File: config.mk
export PLATFORM = sky130hd
export DESIGN_NAME = text_run_layout_wrap
export DESIGN_NICKNAME = d
export VERILOG_FILES = /design/src/rtl/tlw_pkg.sv /design/src/rtl/tlw_div.sv /design/src/rtl/tlw_ctrl.sv /design/src/rtl/tlw_dp.sv /design/src/rtl/text_run_layout_wrap.sv
export SDC_FILE = /design/constraint.sdc
export NUM_CORES = 1
export LEC_CHECK = 0
export BUFFER_PORTS_ARGS = -buffer_cell sky130_fd_sc_hd__buf_2
export CORE_MARGIN = 8
export CORE_UTILIZATION = 53
export CTS_BUF_LIST = sky130_fd_sc_hd__clkbuf_2
export DETAILED_ROUTE_END_ITERATION = 6
export GPL_ROUTABILITY_DRIVEN = 1
export PLACE_DENSITY = 0.83
export SYNTH_ARGS = -nofsm -noshare
export SYNTH_HDL_FRONTEND = slang
export SYNTH_SLANG_ARGS = --single-unit
File: constraint.sdc
create_clock -name clk -period 9.38 [get_ports clk]
set_input_delay 1.407 -clock clk [delete_from_list [all_inputs] [get_ports clk]]
set_output_delay 1.407 -clock clk [all_outputs]
set_load 0.05 [all_outputs]
File: src/rtl/tlw_pkg.sv
// Shared types and constants for the text run layout block.
// Used by tlw_ctrl, tlw_dp and text_run_layout_wrap; no dependencies.
package tlw_pkg;

  // Parameter defaults
  localparam int COORD_BITS_DEF = 12;
  localparam int INDEX_BITS_DEF = 16;

  // Fixed field widths
  localparam int CODE_BITS      = 8;
  localparam int CWIDTH_BITS    = 6;
  localparam int LINE_H_BITS    = 8;
  localparam int OUT_IDX_BITS   = 16;
  localparam int CFG_ADDR_BITS  = 3;

  // Register reset values
  localparam int LEFT_X_RST   = 0;
  localparam int RIGHT_X_RST  = 800;
  localparam int BOTTOM_Y_RST = 1024;
  localparam int LINE_H_RST   = 16;
  localparam int TAB_STEP_RST = 72;

  // Character codes
  localparam logic [CODE_BITS-1:0] CODE_TAB   = 8'd9;
  localparam logic [CODE_BITS-1:0] CODE_NL    = 8'd10;
  localparam logic [CODE_BITS-1:0] CODE_SPACE = 8'd32;
  localparam logic [CODE_BITS-1:0] CODE_DEL   = 8'd127;

  typedef enum logic [CFG_ADDR_BITS-1:0] {
    REG_LEFT_X   = 3'd0,
    REG_RIGHT_X  = 3'd1,
    REG_BOTTOM_Y = 3'd2,
    REG_LINE_H   = 3'd3,
    REG_TAB_STEP = 3'd4
  } cfg_reg_t;

  typedef enum logic [3:0] {
    S_IDLE,
    S_INIT,
    S_DISP,
    S_NL,
    S_BRK,
    S_TAB_FLUSH,
    S_DIV_GO,
    S_DIV_WAIT,
    S_TAB_CHECK,
    S_TAB_RETRY,
    S_TAB_EMIT,
    S_CHAR,
    S_CHAR2,
    S_LAST,
    S_FLUSH
  } state_t;

  // Where a line break returns to
  typedef enum logic [1:0] {
    RET_NL,
    RET_TAB,
    RET_CHAR
  } ret_t;

  typedef enum logic [3:0] {
    OP_NONE,
    OP_LOAD,
    OP_INIT,
    OP_NL_CNT,
    OP_BRK,
    OP_TAB_FLUSH,
    OP_DIV_START,
    OP_TAB_SET,
    OP_TAB_RETRY,
    OP_TAB_EMIT,
    OP_CHAR,
    OP_FINAL,
    OP_STOP,
    OP_PUSH_LAST
  } dp_op_t;

  typedef struct packed {
    dp_op_t op;
  } cmd_t;

  typedef struct packed {
    logic stopped;
    logic is_nl;
    logic is_tab;
    logic is_last;
    logic wrap_char;
    logic tab_wrap;
    logic flush_need;
    logic final_ok;
    logic brk_stop;
    logic emit_ok;
    logic pend_v;
    logic out_free;
    logic div_done;
  } stat_t;

endpackage

File: src/rtl/tlw_div.sv
// Iterative restoring divider for the tab stop: one quotient bit per cycle, remainder out.
// Depends on nothing but its parameter.
module tlw_div #(
  parameter int W = 12
) (
  input  logic         clk,
  input  logic         rst_n,
  input  logic         start,
  input  logic [W-1:0] dvd,
  input  logic [W-1:0] dvs,
  output logic [W-1:0] rem,
  output logic         done
);

  localparam int CW = $clog2(W + 1);

  logic [W-1:0]  rem_r, rem_nxt;
  logic [W-1:0]  dvd_r, dvd_nxt;
  logic [W-1:0]  dvs_r, dvs_nxt;
  logic [CW-1:0] cnt_r, cnt_nxt;
  logic          busy_r, busy_nxt;
  logic          done_r, done_nxt;
  logic [W:0]    shifted;
  logic [W:0]    trial;

  assign shifted = {rem_r, dvd_r[W-1]};
  assign trial   = shifted - {1'b0, dvs_r};

  always_comb begin
    rem_nxt  = rem_r;
    dvd_nxt  = dvd_r;
    dvs_nxt  = dvs_r;
    cnt_nxt  = cnt_r;
    busy_nxt = busy_r;
    done_nxt = done_r;
    if (start) begin
      rem_nxt  = '0;
      dvd_nxt  = dvd;
      dvs_nxt  = dvs;
      cnt_nxt  = CW'(W);
      busy_nxt = 1'b1;
      done_nxt = 1'b0;
    end else if (busy_r) begin
      // keep the trial difference when it does not go negative
      rem_nxt = trial[W] ? shifted[W-1:0] : trial[W-1:0];
      dvd_nxt = {dvd_r[W-2:0], 1'b0};
      cnt_nxt = cnt_r - CW'(1);
      if (cnt_r == CW'(1)) begin
        busy_nxt = 1'b0;
        done_nxt = 1'b1;
      end
    end
  end

  always_ff @(posedge clk) begin
    if (!rst_n) begin
      busy_r <= 1'b0;
      done_r <= 1'b0;
      cnt_r  <= '0;
    end else begin
      busy_r <= busy_nxt;
      done_r <= done_nxt;
      cnt_r  <= cnt_nxt;
    end
  end

  always_ff @(posedge clk) begin
    rem_r <= rem_nxt;
    dvd_r <= dvd_nxt;
    dvs_r <= dvs_nxt;
  end

  assign rem  = rem_r;
  assign done = done_r;

endmodule

File: src/rtl/tlw_ctrl.sv
// Sequencer for the text run layout block: walks each character through its steps.
// Depends on tlw_pkg (state_t, ret_t, cmd_t, stat_t).
module tlw_ctrl (
  input  logic          clk,
  input  logic          rst_n,
  input  logic          in_tvalid,
  output logic          in_tready,
  input  tlw_pkg::stat_t stat,
  output tlw_pkg::cmd_t  cmd
);

  tlw_pkg::state_t state_r, state_nxt;
  tlw_pkg::ret_t   ret_r, ret_nxt;

  // next state
  always_comb begin
    state_nxt = state_r;
    ret_nxt   = ret_r;
    unique case (state_r)
      tlw_pkg::S_IDLE: begin
        if (in_tvalid) state_nxt = tlw_pkg::S_INIT;
      end
      tlw_pkg::S_INIT: state_nxt = tlw_pkg::S_DISP;
      tlw_pkg::S_DISP: begin
        if (stat.stopped)     state_nxt = tlw_pkg::S_IDLE;
        else if (stat.is_nl)  state_nxt = tlw_pkg::S_NL;
        else if (stat.is_tab) state_nxt = tlw_pkg::S_TAB_FLUSH;
        else                  state_nxt = tlw_pkg::S_CHAR;
      end
      tlw_pkg::S_NL: begin
        ret_nxt   = tlw_pkg::RET_NL;
        state_nxt = tlw_pkg::S_BRK;
      end
      tlw_pkg::S_BRK: begin
        if (stat.emit_ok) begin
          if (stat.brk_stop) begin
            state_nxt = tlw_pkg::S_FLUSH;
          end else begin
            unique case (ret_r)
              tlw_pkg::RET_NL:   state_nxt = tlw_pkg::S_LAST;
              tlw_pkg::RET_TAB:  state_nxt = tlw_pkg::S_TAB_RETRY;
              tlw_pkg::RET_CHAR: state_nxt = tlw_pkg::S_CHAR2;
              default:           state_nxt = tlw_pkg::S_LAST;
            endcase
          end
        end
      end
      tlw_pkg::S_TAB_FLUSH: begin
        if (!stat.flush_need || stat.emit_ok) state_nxt = tlw_pkg::S_DIV_GO;
      end
      tlw_pkg::S_DIV_GO:   state_nxt = tlw_pkg::S_DIV_WAIT;
      tlw_pkg::S_DIV_WAIT: begin
        if (stat.div_done) state_nxt = tlw_pkg::S_TAB_CHECK;
      end
      tlw_pkg::S_TAB_CHECK: begin
        if (stat.tab_wrap) begin
          ret_nxt   = tlw_pkg::RET_TAB;
          state_nxt = tlw_pkg::S_BRK;
        end else begin
          state_nxt = tlw_pkg::S_TAB_EMIT;
        end
      end
      tlw_pkg::S_TAB_RETRY: state_nxt = tlw_pkg::S_TAB_EMIT;
      tlw_pkg::S_TAB_EMIT: begin
        if (stat.emit_ok) state_nxt = tlw_pkg::S_LAST;
      end
      tlw_pkg::S_CHAR: begin
        if (stat.wrap_char) begin
          ret_nxt   = tlw_pkg::RET_CHAR;
          state_nxt = tlw_pkg::S_BRK;
        end else begin
          state_nxt = tlw_pkg::S_CHAR2;
        end
      end
      tlw_pkg::S_CHAR2: state_nxt = tlw_pkg::S_LAST;
      tlw_pkg::S_LAST: begin
        if (!stat.is_last || !stat.final_ok || stat.emit_ok) state_nxt = tlw_pkg::S_FLUSH;
      end
      tlw_pkg::S_FLUSH: begin
        if (!stat.pend_v || stat.out_free) state_nxt = tlw_pkg::S_IDLE;
      end
      default: state_nxt = tlw_pkg::S_IDLE;
    endcase
  end

  // outputs
  always_comb begin
    cmd.op    = tlw_pkg::OP_NONE;
    in_tready = 1'b0;
    unique case (state_r)
      tlw_pkg::S_IDLE: begin
        in_tready = 1'b1;
        if (in_tvalid) cmd.op = tlw_pkg::OP_LOAD;
      end
      tlw_pkg::S_INIT: cmd.op = tlw_pkg::OP_INIT;
      tlw_pkg::S_DISP: cmd.op = tlw_pkg::OP_NONE;
      tlw_pkg::S_NL:   cmd.op = tlw_pkg::OP_NL_CNT;
      tlw_pkg::S_BRK: begin
        if (stat.emit_ok) cmd.op = tlw_pkg::OP_BRK;
      end
      tlw_pkg::S_TAB_FLUSH: begin
        if (stat.flush_need && stat.emit_ok) cmd.op = tlw_pkg::OP_TAB_FLUSH;
      end
      tlw_pkg::S_DIV_GO: cmd.op = tlw_pkg::OP_DIV_START;
      tlw_pkg::S_DIV_WAIT: begin
        if (stat.div_done) cmd.op = tlw_pkg::OP_TAB_SET;
      end
      tlw_pkg::S_TAB_CHECK: cmd.op = tlw_pkg::OP_NONE;
      tlw_pkg::S_TAB_RETRY: cmd.op = tlw_pkg::OP_TAB_RETRY;
      tlw_pkg::S_TAB_EMIT: begin
        if (stat.emit_ok) cmd.op = tlw_pkg::OP_TAB_EMIT;
      end
      tlw_pkg::S_CHAR:  cmd.op = tlw_pkg::OP_NONE;
      tlw_pkg::S_CHAR2: cmd.op = tlw_pkg::OP_CHAR;
      tlw_pkg::S_LAST: begin
        if (stat.is_last) begin
          if (!stat.final_ok)    cmd.op = tlw_pkg::OP_STOP;
          else if (stat.emit_ok) cmd.op = tlw_pkg::OP_FINAL;
        end
      end
      tlw_pkg::S_FLUSH: begin
        if (stat.pend_v && stat.out_free) cmd.op = tlw_pkg::OP_PUSH_LAST;
      end
      default: cmd.op = tlw_pkg::OP_NONE;
    endcase
  end

  always_ff @(posedge clk) begin
    if (!rst_n) begin
      state_r <= tlw_pkg::S_IDLE;
      ret_r   <= tlw_pkg::RET_NL;
    end else begin
      state_r <= state_nxt;
      ret_r   <= ret_nxt;
    end
  end

endmodule

File: src/rtl/tlw_dp.sv
// Datapath of the text run layout block: frame registers, pen and run state,
// one staged word plus the output register. Depends on tlw_pkg and tlw_div.
module tlw_dp #(
  parameter int COORD_BITS = tlw_pkg::COORD_BITS_DEF,
  parameter int INDEX_BITS = tlw_pkg::INDEX_BITS_DEF
) (
  input  logic                                clk,
  input  logic                                rst_n,
  // configuration
  input  logic                                cfg_we,
  input  logic [tlw_pkg::CFG_ADDR_BITS-1:0]   cfg_addr,
  input  logic [COORD_BITS-1:0]               cfg_data,
  // input word fields
  input  logic [tlw_pkg::CODE_BITS-1:0]       char_code,
  input  logic [tlw_pkg::CWIDTH_BITS-1:0]     char_width,
  input  logic                                first_of_string,
  input  logic [COORD_BITS-1:0]               start_x,
  input  logic [COORD_BITS-1:0]               start_y,
  input  logic                                last_of_string,
  // sequencer
  input  tlw_pkg::cmd_t                       cmd,
  output tlw_pkg::stat_t                      stat,
  // output word
  output logic                                out_tvalid,
  input  logic                                out_tready,
  output logic [COORD_BITS-1:0]               run_x0,
  output logic [COORD_BITS-1:0]               run_y,
  output logic [COORD_BITS-1:0]               run_x1,
  output logic [tlw_pkg::OUT_IDX_BITS-1:0]    run_index,
  output logic [tlw_pkg::OUT_IDX_BITS-1:0]    run_count,
  output logic                                string_complete,
  output logic                                last_result
);

  localparam int C  = COORD_BITS;
  localparam int I  = INDEX_BITS;
  localparam int OI = tlw_pkg::OUT_IDX_BITS;

  // frame registers
  logic [C-1:0] left_r, right_r, bottom_r, tab_r;
  logic [tlw_pkg::LINE_H_BITS-1:0] lh_r;

  // latched input word
  logic [tlw_pkg::CODE_BITS-1:0]   code_r;
  logic [tlw_pkg::CWIDTH_BITS-1:0] cw_r;
  logic                            first_r, last_r;
  logic [C-1:0]                    sx_r, sy_r;

  // layout state
  logic [C-1:0] pen_r, pen_nxt;
  logic [C-1:0] ly_r, ly_nxt;
  logic [C-1:0] rbx_r, rbx_nxt;
  logic [I-1:0] rbi_r, rbi_nxt;
  logic [I-1:0] rlen_r, rlen_nxt;
  logic [I-1:0] cidx_r, cidx_nxt;
  logic         stopped_r, stopped_nxt;
  logic [C:0]   v_r, v_nxt;

  // staged word and output register
  logic         pend_v_r, pend_v_nxt;
  logic [C-1:0] pd_x0_r, pd_y_r, pd_x1_r;
  logic [OI-1:0] pd_idx_r, pd_cnt_r;
  logic         pd_comp_r;
  logic         out_v_r, out_v_nxt;
  logic [C-1:0] o_x0_r, o_y_r, o_x1_r;
  logic [OI-1:0] o_idx_r, o_cnt_r;
  logic         o_comp_r, o_last_r;

  // emit bus
  logic         do_emit, out_load, push_last, div_start;
  logic [C-1:0] e_x0, e_y, e_x1;
  logic [I-1:0] e_idx, e_cnt;
  logic         e_comp;
  logic [I+OI-1:0] e_idx_ext, e_cnt_ext;

  // arithmetic
  logic [C-1:0] step;
  logic         pen_ge;
  logic [C-1:0] dvd;
  logic [C-1:0] rem;
  logic         div_done;
  logic [C:0]   pen_w, ny;
  logic [C-1:0] pen_w_sat, v_sat;
  logic         printable;
  logic         out_free;

  assign step      = (tab_r == '0) ? C'(1) : tab_r;
  assign pen_ge    = pen_r >= left_r;
  assign dvd       = pen_ge ? (pen_r - left_r) : (left_r - pen_r);
  assign pen_w     = {1'b0, pen_r} + (C+1)'(cw_r);
  assign pen_w_sat = pen_w[C] ? '1 : pen_w[C-1:0];
  assign v_sat     = v_r[C] ? '1 : v_r[C-1:0];
  assign ny        = {1'b0, ly_r} + (C+1)'(lh_r);
  assign printable = (code_r >= tlw_pkg::CODE_SPACE) && (code_r <= tlw_pkg::CODE_DEL);
  assign out_free  = !out_v_r || out_tready;

  tlw_div #(.W(C)) u_div (
    .clk   (clk),
    .rst_n (rst_n),
    .start (div_start),
    .dvd   (dvd),
    .dvs   (step),
    .rem   (rem),
    .done  (div_done)
  );

  always_comb begin
    stat.stopped    = stopped_r;
    stat.is_nl      = code_r == tlw_pkg::CODE_NL;
    stat.is_tab     = code_r == tlw_pkg::CODE_TAB;
    stat.is_last    = last_r;
    stat.wrap_char  = printable && (pen_w > {1'b0, right_r});
    stat.tab_wrap   = v_r > {1'b0, right_r};
    stat.flush_need = rlen_r != '0;
    stat.final_ok   = ly_r < bottom_r;
    stat.brk_stop   = ny[C] || (ny >= {1'b0, bottom_r});
    stat.emit_ok    = !pend_v_r || out_free;
    stat.pend_v     = pend_v_r;
    stat.out_free   = out_free;
    stat.div_done   = div_done;
  end

  always_comb begin
    pen_nxt     = pen_r;
    ly_nxt      = ly_r;
    rbx_nxt     = rbx_r;
    rbi_nxt     = rbi_r;
    rlen_nxt    = rlen_r;
    cidx_nxt    = cidx_r;
    stopped_nxt = stopped_r;
    v_nxt       = v_r;
    do_emit     = 1'b0;
    push_last   = 1'b0;
    div_start   = 1'b0;
    e_x0        = rbx_r;
    e_y         = ly_r;
    e_x1        = pen_r;
    e_idx       = rbi_r;
    e_cnt       = rlen_r;
    e_comp      = 1'b0;
    unique case (cmd.op)
      tlw_pkg::OP_INIT: begin
        if (first_r) begin
          pen_nxt     = sx_r;
          ly_nxt      = sy_r;
          rbx_nxt     = sx_r;
          rbi_nxt     = '0;
          rlen_nxt    = '0;
          cidx_nxt    = '0;
          stopped_nxt = 1'b0;
        end
      end
      tlw_pkg::OP_NL_CNT: begin
        rlen_nxt = rlen_r + I'(1);
        cidx_nxt = cidx_r + I'(1);
      end
      tlw_pkg::OP_BRK: begin
        // close the run at the right edge, then drop to the next line or stop at bottom_y
        do_emit = 1'b1;
        e_x1    = right_r;
        rbx_nxt = left_r;
        if (stat.brk_stop) begin
          stopped_nxt = 1'b1;
        end else begin
          ly_nxt   = ny[C-1:0];
          pen_nxt  = left_r;
          rbi_nxt  = cidx_r;
          rlen_nxt = '0;
        end
      end
      tlw_pkg::OP_TAB_FLUSH: begin
        do_emit  = 1'b1;
        rbx_nxt  = pen_r;
        rbi_nxt  = cidx_r;
        rlen_nxt = '0;
      end
      tlw_pkg::OP_DIV_START: div_start = 1'b1;
      tlw_pkg::OP_TAB_SET: begin
        // next stop from the remainder of |pen - left| by the step
        if (pen_ge) v_nxt = {1'b0, pen_r} - {1'b0, rem} + {1'b0, step};
        else        v_nxt = {1'b0, pen_r} + {1'b0, rem} + {1'b0, step};
      end
      tlw_pkg::OP_TAB_RETRY: v_nxt = {1'b0, left_r} + {1'b0, step};
      tlw_pkg::OP_TAB_EMIT: begin
        do_emit  = 1'b1;
        e_x1     = v_sat;
        e_idx    = cidx_r;
        e_cnt    = I'(1);
        pen_nxt  = v_sat;
        rbx_nxt  = v_sat;
        cidx_nxt = cidx_r + I'(1);
        rbi_nxt  = cidx_r + I'(1);
        rlen_nxt = '0;
      end
      tlw_pkg::OP_CHAR: begin
        if (printable) pen_nxt = pen_w_sat;
        rlen_nxt = rlen_r + I'(1);
        cidx_nxt = cidx_r + I'(1);
      end
      tlw_pkg::OP_FINAL: begin
        do_emit     = 1'b1;
        e_comp      = 1'b1;
        stopped_nxt = 1'b1;
      end
      tlw_pkg::OP_STOP:      stopped_nxt = 1'b1;
      tlw_pkg::OP_PUSH_LAST: push_last   = 1'b1;
      default: ;
    endcase
  end

  assign e_idx_ext = {{OI{1'b0}}, e_idx};
  assign e_cnt_ext = {{OI{1'b0}}, e_cnt};

  // a new word pushes the staged one out; the item's end pushes it with last set
  always_comb begin
    out_load   = 1'b0;
    pend_v_nxt = pend_v_r;
    if (do_emit) begin
      out_load   = pend_v_r;
      pend_v_nxt = 1'b1;
    end else if (push_last) begin
      out_load   = 1'b1;
      pend_v_nxt = 1'b0;
    end
    if (out_load)        out_v_nxt = 1'b1;
    else if (out_tready) out_v_nxt = 1'b0;
    else                 out_v_nxt = out_v_r;
  end

  always_ff @(posedge clk) begin
    if (!rst_n) begin
      left_r    <= C'(tlw_pkg::LEFT_X_RST);
      right_r   <= C'(tlw_pkg::RIGHT_X_RST);
      bottom_r  <= C'(tlw_pkg::BOTTOM_Y_RST);
      lh_r      <= tlw_pkg::LINE_H_BITS'(tlw_pkg::LINE_H_RST);
      tab_r     <= C'(tlw_pkg::TAB_STEP_RST);
      pen_r     <= '0;
      ly_r      <= '0;
      rbx_r     <= '0;
      rbi_r     <= '0;
      rlen_r    <= '0;
      cidx_r    <= '0;
      stopped_r <= 1'b1;
      pend_v_r  <= 1'b0;
      out_v_r   <= 1'b0;
    end else begin
      if (cfg_we) begin
        unique case (cfg_addr)
          tlw_pkg::REG_LEFT_X:   left_r   <= cfg_data;
          tlw_pkg::REG_RIGHT_X:  right_r  <= cfg_data;
          tlw_pkg::REG_BOTTOM_Y: bottom_r <= cfg_data;
          tlw_pkg::REG_LINE_H:   lh_r     <= cfg_data[tlw_pkg::LINE_H_BITS-1:0];
          tlw_pkg::REG_TAB_STEP: tab_r    <= cfg_data;
          default: ;
        endcase
      end
      pen_r     <= pen_nxt;
      ly_r      <= ly_nxt;
      rbx_r     <= rbx_nxt;
      rbi_r     <= rbi_nxt;
      rlen_r    <= rlen_nxt;
      cidx_r    <= cidx_nxt;
      stopped_r <= stopped_nxt;
      pend_v_r  <= pend_v_nxt;
      out_v_r   <= out_v_nxt;
    end
  end

  // payload registers
  always_ff @(posedge clk) begin
    v_r <= v_nxt;
    if (cmd.op == tlw_pkg::OP_LOAD) begin
      code_r  <= char_code;
      cw_r    <= char_width;
      first_r <= first_of_string;
      sx_r    <= start_x;
      sy_r    <= start_y;
      last_r  <= last_of_string;
    end
    if (out_load) begin
      o_x0_r   <= pd_x0_r;
      o_y_r    <= pd_y_r;
      o_x1_r   <= pd_x1_r;
      o_idx_r  <= pd_idx_r;
      o_cnt_r  <= pd_cnt_r;
      o_comp_r <= pd_comp_r;
      o_last_r <= push_last;
    end
    if (do_emit) begin
      pd_x0_r   <= e_x0;
      pd_y_r    <= e_y;
      pd_x1_r   <= e_x1;
      pd_idx_r  <= e_idx_ext[OI-1:0];
      pd_cnt_r  <= e_cnt_ext[OI-1:0];
      pd_comp_r <= e_comp;
    end
  end

  assign out_tvalid      = out_v_r;
  assign run_x0          = o_x0_r;
  assign run_y           = o_y_r;
  assign run_x1          = o_x1_r;
  assign run_index       = o_idx_r;
  assign run_count       = o_cnt_r;
  assign string_complete = o_comp_r;
  assign last_result     = o_last_r;

endmodule

File: src/rtl/text_run_layout_wrap.sv
// Top level of the text run layout block: stream ports, sequencer and datapath.
// Depends on tlw_pkg, tlw_ctrl and tlw_dp (which holds tlw_div).
//
// Lays out a string one character word at a time inside a frame and emits
// runs (start x, line y, end x, first index, length). A newline or a printable
// character that passes right_x closes the run at right_x and wraps to left_x
// on the next line; a tab flushes the pending run, then moves to the next tab
// stop as a one-character run of its own. Once the next line would reach
// bottom_y the rest of the string is ignored until a word with the first flag
// (tuser) starts a new one. The last character (tlast) ends with a final run
// flagged complete if the line is still on screen. Each input word yields zero
// to four output words; out_tlast marks the last of them. One character is
// handled at a time; a tab waits on the tab-stop remainder unit, which resolves
// one bit per cycle. A waiting output word stalls the sequencer only when a
// further word is ready to go. Registers (cfg_addr): 0 left_x, 1 right_x,
// 2 bottom_y, 3 line_height, 4 tab_step (0 acts as 1); other addresses are
// ignored. cfg_ready is always high; write only while the block is idle.
module text_run_layout_wrap #(
  parameter int COORD_BITS = tlw_pkg::COORD_BITS_DEF,
  parameter int INDEX_BITS = tlw_pkg::INDEX_BITS_DEF
) (
  input  logic                              clk,
  input  logic                              rst_n,
  // input stream
  input  logic                              in_tvalid,
  output logic                              in_tready,
  // char_code[7:0], char_width[13:8], start_x, start_y, zero pad
  input  logic [((14 + 2*COORD_BITS + 7) / 8) * 8 - 1:0] in_tdata,
  // first_of_string
  input  logic                              in_tuser,
  // last_of_string
  input  logic                              in_tlast,
  // output stream
  output logic                              out_tvalid,
  input  logic                              out_tready,
  // run_x0, run_y, run_x1, run_index[15:0], run_count[15:0], zero pad
  output logic [((3*COORD_BITS + 32 + 7) / 8) * 8 - 1:0] out_tdata,
  // string_complete
  output logic                              out_tuser,
  // last_result
  output logic                              out_tlast,
  // configuration write channel
  input  logic                              cfg_valid,
  output logic                              cfg_ready,
  input  logic [tlw_pkg::CFG_ADDR_BITS-1:0] cfg_addr,
  input  logic [COORD_BITS-1:0]             cfg_data
);

  localparam int C     = COORD_BITS;
  localparam int OUT_W = ((3*C + 32 + 7) / 8) * 8;
  localparam int CB    = tlw_pkg::CODE_BITS;
  localparam int WB    = tlw_pkg::CWIDTH_BITS;
  localparam int OI    = tlw_pkg::OUT_IDX_BITS;

  tlw_pkg::cmd_t  cmd;
  tlw_pkg::stat_t stat;

  logic [C-1:0]  run_x0, run_y, run_x1;
  logic [OI-1:0] run_index, run_count;

  assign cfg_ready = 1'b1;

  tlw_ctrl u_ctrl (
    .clk       (clk),
    .rst_n     (rst_n),
    .in_tvalid (in_tvalid),
    .in_tready (in_tready),
    .stat      (stat),
    .cmd       (cmd)
  );

  tlw_dp #(
    .COORD_BITS (COORD_BITS),
    .INDEX_BITS (INDEX_BITS)
  ) u_dp (
    .clk             (clk),
    .rst_n           (rst_n),
    .cfg_we          (cfg_valid),
    .cfg_addr        (cfg_addr),
    .cfg_data        (cfg_data),
    .char_code       (in_tdata[CB-1:0]),
    .char_width      (in_tdata[CB+WB-1:CB]),
    .first_of_string (in_tuser),
    .start_x         (in_tdata[CB+WB+C-1:CB+WB]),
    .start_y         (in_tdata[CB+WB+2*C-1:CB+WB+C]),
    .last_of_string  (in_tlast),
    .cmd             (cmd),
    .stat            (stat),
    .out_tvalid      (out_tvalid),
    .out_tready      (out_tready),
    .run_x0          (run_x0),
    .run_y           (run_y),
    .run_x1          (run_x1),
    .run_index       (run_index),
    .run_count       (run_count),
    .string_complete (out_tuser),
    .last_result     (out_tlast)
  );

  // pack the run fields from the lowest bit up, zero pad to whole bytes
  assign out_tdata = OUT_W'({run_count, run_index, run_x1, run_y, run_x0});

endmodule
==> flow_metrics.py, run 1 <==
metrics = {
    "sta": {
        "finalSetupViolations": 0,
        "fin_setup_tns_ns": 0,
        "timing.final.crit_share_pct": 49.1,
        "fmax_mhz": 217,
        "rsz0062_at_grt": "no",
        "hold_viol": 0,
        "slew_headroom_pct": 17.1,
        "fin_skew_ns": 0.107,
        "period_minus_slack_ns": 4.61,
        "worst_slew_pin_slew_ns": 1.24,
        "drv_slew": 0,
    },
    "floorplanning": {
        "rows": 73,
        "initial_core_util_pct": 53.5,
        "core_um2": 39500,
        "dieWidth_um": 216,
        "die_area_um2": 46500,
        "ios": 139,
        "die_h_um": 216,
    },
    "power_and_ir_drop": {
        "p_leak_uw": 0.00919,
        "power_density_nw_per_um2": 315,
        "peakVddDrop_uv": 212,
    },
    "clock_tree": {
        "cts_setup_buffers": 0,
        "clk_pin_slew_ns": 0.12,
        "cts.sinks": 383,
        "clk-insertion-delay-late_ns": 1.04,
        "cts_tree": "built",
        "cts_buffer_depth": 3,
        "cts_root_buf": "clkbuf_2",
        "numCtsBuffers": 94,
        "h-tree-depth": 3,
        "cts-hold-fix-buffers": 0,
        "ctsResizeCount": 0,
    },
    "route": {
        "wl_um": 52500,
        "drc": 0,
        "dr.pass1.iters": 6,
        "met3_length_um": 4030,
        "post_drt_wl_per_cell_um": 17.7,
        "ant_nets": 0,
        "vias": 16979,
        "highest_layer": "met5",
        "viasPerCell": 5.71,
        "drt-initial-drc-count": 1385,
        "drt-met1-wl_um": 23000,
        "met2_length_um": 24500,
    },
    "worst_setup_path": {
        "cp_data_required_time_ns": 10.29,
        "cp_slowest_stage_delay_ns": 1.08,
        "start_kind": "flip-flop",
        "cpMostUsedCell": "ha_1",
        "crit_slowest_cell": "a221oi_4",
        "cp.arrival_ns": 5.51,
        "path_cells": "ha_1 -> inv_1 -> fa_1 -> nor2b_1 -> o2111ai_1 -> nand3_1 -> o21ai_1 -> xnor2_1 -> ha_1 -> o21a_1 -> o21ai_0 -> a21oi_1 -> o2bb2ai_1 -> a221oi_4 -> o221ai_1 -> o211a_1",
        "crit_path_end_kind": "flip-flop",
        "worst-setup-path-type": "reg2reg",
        "crit_fanout": 30,
    },
    "finish": {
        "multi_input_area_um2": 10300,
        "final-seq-area_um2": 9830,
        "final_common_cell": "nand2_1",
        "n_fill_cell": 3394,
        "fin_nets": 2596,
        "layout_common_cells": "nand2_1, edfxtp_1, nor2_1",
        "drive_gt1_share_pct": 13.6,
        "area_growth_pct": 8.85,
        "final_util_pct": 58.2,
    },
    "global_routing": {
        "grt_pass1_vias": 16157,
        "antenna_found_initial": 2,
        "grt_pass1_wl_um": 83500,
        "grt_max_degree": 87,
        "overflow": 0,
        "grtUsageTotal_pct": 21.9,
    },
    "yosys": {
        "async_flop_share_pct": 0,
        "synth-compound-area-share_pct": 16.6,
        "syn_area_per_cell_um2": 9.44,
        "yosys.area_share.simple_pct": 16.8,
        "synth_top_family_by_area": "simple AND/OR/NAND/NOR gates",
        "synth_area_um2": 21100,
        "seq_area_frac_synth_pct": 46.5,
        "netlist_instances": 2240,
        "synth_cell_types": 84,
        "ys_ff_latch": 383,
        "synth_edf_count": 216,
        "synthMuxAreaShare_pct": 1.11,
        "yosys_warnings": 0,
        "ys.flop_type": "edfxtp_1",
        "synth-xor-area-share_pct": 2.78,
        "synth_adder_area_share_pct": 11.0,
    },
    "status": {
        "status": "complete, no violations",
    },
    "hold_path": {
        "hold_class": "reg2reg",
    },
    "flow_run": {
        "cap_viol_max_count": 0,
    },
    "place": {
        "dp_hpwl_um": 38500,
        "gp_congestion": 0.937,
        "portBuffers": 131,
    },
}
==> metrics by stage <==
step / std cells / hold slack (ns) / cell area (µm²) / setup WS (ns) / total power [µW]
floorplan: 2243 / 0.400 / 21200 / 1.81 / 5250
global placement: 2795 / 0.400 / 22100 / 4.63 / 5980
detailed placement: 2795 / 0.405 / 22100 / 4.57 / 6090
CTS: 2970 / 0.406 / 23000 / 4.82 / 7240
global route: 2971 / 0.414 / 23000 / 4.38 / 7820
finish: 2972 / 0.404 / 23000 / 4.77 / 7250
==> registers in the layout (all words and copies together), names as in the netlist, 13 cells and up <==
signal / flops
u_dp.pd_idx_r: 16
u_dp.rlen_r: 16
u_dp.v_r: 13
u_dp.run_index: 16
u_dp.rbi_r: 16
u_dp.run_count: 16
u_dp.pd_cnt_r: 16
u_dp.cidx_r: 16
==> power breakdown <==
| part | switching (µW) | internal (µW) | total [µW] |
|---|---|---|---|
| clock | 678 | 453 | 1130 |
| sequential | 262 | 2180 | 2440 |
| combinational | 2220 | 1450 | 3680 |
| total | 3160 | 4090 | 7250 |
==> logic make-up after synthesis <==
family / Yosys count
buf+inv: 273
xor+xnor: 67
simple gates: 783
fa+ha+maj: 168
mux: 23
compound gates: 541
flops: 383
other cells: 2
==> Yosys cell counts (all sizes together), types with 20 or more instances <==
| master | count | area (µm²) |
|---|---|---|
| nand2 | 303 | 1140 |
| nor2b | 36 | 225 |
| o21ai | 108 | 544 |
| and3 | 25 | 156 |
| dfxtp | 167 | 3340 |
| nor3 | 60 | 305 |
| o211ai | 22 | 165 |
| mux2i | 20 | 200 |
| clkbuf | 87 | 327 |
| fa | 31 | 621 |
| a31oi | 27 | 169 |
| edfxtp | 216 | 6490 |
| a211oi | 45 | 338 |
| nor2 | 213 | 810 |
| a21oi | 182 | 922 |
| buf | 32 | 191 |
| xnor2 | 50 | 438 |
| ha | 137 | 1710 |
| inv | 153 | 574 |
| nand3 | 51 | 255 |
==> per-layer routing <==
| layer | up-vias | track usage, % |
|---|---|---|
| li1 | 8270 | - |
| met1 | 7983 | 29.3 |
| met2 | 643 | 35.8 |
| met3 | 81 | 4.01 |
| met4 | 2 | 7.08 |
| met5 | - | 0 |
==> critical path, delay by kind of cell, from the launching register on <==
family          cells  cell delay, ns
compound gates      9            2.67
fa+ha+maj           3            0.88
flops               1            0.40
simple gates        2            0.33
xor+xnor            1            0.17
buf+inv             1            0.06
==> cell type report <==
type / count / share of cell area, %
diodes: 2 / 0.0217
flip-flops and latches: 383 / 42.7
clock inverters: 40 / 1.03
inverters: 154 / 2.52
well taps: 525 / 2.85
multi-input cells: 1587 / 44.6
clock buffers: 135 / 2.94
repair buffers: 146 / 3.34
==> worst paths after layout <==
path	startpoint	endpoint	slack, ns	cells past startpoint
worst max-delay path	u_dp.e_y[0]	u_dp.rbi_r[13]	4.77	16
worst min-delay path	u_dp.pd_x0_r[2]	u_dp.run_x0[2]	0.40	0
worst max register to register	u_dp.e_y[0]	u_dp.rbi_r[13]	4.77	16
worst min register to register	u_dp.pd_x0_r[2]	u_dp.run_x0[2]	0.40	0
No activity file was read; power rests on OpenSTA's default activity.
==> run 2, diff against run 1 <==
clock period = 3.9 ns   (was 9.38 ns; I/O delays follow)
==> run 2 against run 1 <==
Total power increased to 2.5 times the previous value. Routed wire length up 6.5%. Sequential share of layout area fell by 2.1 points. Critical path depth rose by 1. Global-route usage increased by 1.1 points. Critical endpoint is now u_dp.e_y[9]. Largest cell class unchanged.
==> flow_metrics.py, run 2 (same netlist as run 1, synthesis figures left out) <==
metrics = {
    "floorplanning": {
        "die_h_um": 216,
        "dieWidth_um": 216,
        "core_um2": 39500,
        "initial_core_util_pct": 53.5,
        "die_area_um2": 46500,
        "ios": 139,
        "rows": 73,
    },
    "power_and_ir_drop": {
        "switching_power_uw": 7950,
        "clock_power_share_pct": 14.9,
        "swShare_pct": 43.4,
        "power_density_nw_per_um2": 755,
        "totalPowerFinal_uw": 18300,
        "p_leak_uw": 0.00980,
        "pwr-share-seq_pct": 31.5,
        "p_int_uw": 10400,
        "combPwrFrac_pct": 53.6,
        "peakVddDrop_uv": 388,
    },
    "sta": {
        "fin_setup_tns_ns": 0,
        "slew_headroom_pct": 11.9,
        "finalSetupViolations": 0,
        "setup_ws_ns": 0.173,
        "hold_viol": 0,
        "drv_slew": 0,
        "worst_slew_pin_slew_ns": 1.31,
        "fmax_mhz": 268,
        "fin_skew_ns": 0.0769,
        "period_minus_slack_ns": 3.73,
        "timing.final.crit_share_pct": 95.6,
    },
    "worst_setup_path": {
        "r2r_setup_slack_ns": 0.17,
        "r2r_end": "u_dp.e_y[9]",
        "worst-setup-path-type": "reg2reg",
        "cp.arrival_ns": 4.63,
        "path_cells": "ha_1 -> a21o_1 -> a21oi_2 -> o21ai_0 -> a21o_1 -> a41o_1 -> xor2_1 -> ha_1 -> o21a_1 -> o21ai_0 -> a21oi_1 -> o2bb2ai_4 -> buf_4 -> a211oi_4 -> buf_12 -> o21ai_0 -> a32o_1",
        "r2r-start": "u_dp.e_y[1]",
        "cp_slowest_stage_delay_ns": 0.36,
        "crit_fanout": 11,
        "crit_slowest_cell": "dfxtp_2",
        "start_kind": "flip-flop",
        "cp_data_required_time_ns": 4.81,
        "crit_end": "u_dp.e_y[9]",
        "crit_path_end_kind": "flip-flop",
        "worstRegToRegCells": 17,
        "cpMostUsedCell": "o21ai_0",
        "critPathLaunch": "u_dp.e_y[1]",
    },
    "clock_tree": {
        "clk-insertion-delay-late_ns": 1.03,
        "clk_pin_slew_ns": 0.10,
        "cts.sinks": 383,
        "cts_buffer_depth": 3,
        "h-tree-depth": 3,
        "cts_tree": "built",
        "numCtsBuffers": 96,
        "cts_root_buf": "clkbuf_2",
    },
    "global_routing": {
        "antenna_found_initial": 3,
        "grt_pass1_wl_um": 87800,
        "overflow": 0,
        "grt_pass1_vias": 17225,
        "grtUsageTotal_pct": 23.1,
        "grt_max_degree": 82,
    },
    "finish": {
        "fin_nets": 2707,
        "layout_common_cells": "nand2_1, edfxtp_1, nor2_1",
        "n_fill_cell": 3253,
        "final_common_cell": "nand2_1",
        "drive_gt1_share_pct": 16.3,
        "area_growth_pct": 14.7,
    },
    "route": {
        "drt-initial-drc-count": 1413,
        "dr.pass1.iters": 5,
        "vias": 17754,
        "post_drt_wl_per_cell_um": 18.1,
        "ant_nets": 0,
        "viasPerCell": 5.75,
        "wl_um": 55900,
        "drc": 0,
    },
    "place": {
        "portBuffers": 131,
        "dp_hpwl_um": 40100,
        "gp_congestion": 0.998,
        "dp_slack_ns": 0.0244,
    },
    "flow_run": {
        "cap_viol_max_count": 0,
    },
    "hold_path": {
        "hold_class": "in2reg",
    },
    "status": {
        "status": "complete, no violations",
    },
}
## run 2: cell types whose count changed in the layout (fill, tap and decap cells not counted), moves of 4 or more
cell,before,now
dfxtp_1,167,157
buf_6,0,4
buf_4,15,56
inv_2,0,6
buf_12,0,7
inv_1,153,149
dlygate4sd3_1,0,55
clkinv_1,24,28
dfxtp_2,0,10
a21oi_1,181,176
a21oi_2,0,4
## run 2: worst max-delay path: cells and delay by family, from the launching register on
family | cells | cell delay (ns)
compound gates | 12 | 2.18
fa+ha+maj | 2 | 0.58
flops | 1 | 0.36
buf+inv | 2 | 0.34
xor+xnor | 1 | 0.16
## run 2: worst min-delay path by stage
stage | cells after the start | endpoint | slack, ns | start
4_1_cts | 4 | u_dp.right_r[11] | 0.01 | cfg_addr[1]
3_3_place_gp | 0 | u_dp.run_index[8] | 0.40 | u_dp.pd_idx_r[8]
6_report | 4 | u_dp.right_r[0] | 0.14 | cfg_addr[1]
3_5_place_dp | 0 | u_dp.run_count[2] | 0.40 | u_dp.pd_cnt_r[2]
5_1_grt | 4 | u_dp.lh_r[7] | 0.11 | cfg_addr[1]
2_1_floorplan | 0 | u_dp.run_count[0] | 0.40 | u_dp.pd_cnt_r[0]
## run 2: final cells by class
class                           count  area (µm²)  share of cell area [%]
Antenna cell                        2        5.00                  0.0206
Sequential cell                   383        9840                    40.6
Timing Repair Buffer              255        1860                    7.67
Tap cell                          525         657                    2.71
Multi-Input combinational cell   1587       10400                    42.9
Clock inverter                     45         233                   0.959
Inverter                          154         579                    2.39
Clock buffer                      135         676                    2.79
## run 2: layer usage
metal  up-vias  wire length, µm  global-route usage [%]
met2       732            26400                    38.0
li1       8512                -                       -
met4         2             1720                    9.67
met5         -               13                       0
met1      8388            23400                    29.3
met3       120             4430                    4.73
## run 2: stage by stage
step	area, µm²	utilization [%]	cells	hold slack, ns
floorplan	21300	-	2243	0.400
global placement	22600	57.1	2838	0.401
detailed placement	22600	57.1	2838	0.405
CTS	24100	60.8	3073	0.0139
global route	24300	61.3	3086	0.111
finish	24300	61.3	3086	0.140
## run 2: timing repair
action,4_1_cts,5_1_grt
hold buffers,55,0
resized for setup,1,22
pin swaps,0,9
buffers inserted,0,8
hold endpoints to repair,97,0
gates cloned,0,3
endpoints found under the setup margin,9,43
## run 2: power groups by stage
| stage | sequential [µW] | clock [µW] | combinational [µW] |
|---|---|---|---|
| after floorplan | 5710 | 0 | 6930 |
| after detailed placement | 5840 | 0 | 9250 |
| after global placement | 5810 | 0 | 8990 |
| after global routing | 5830 | 2990 | 10800 |
| final | 5770 | 2720 | 9820 |
| after CTS | 5750 | 2780 | 9360 |
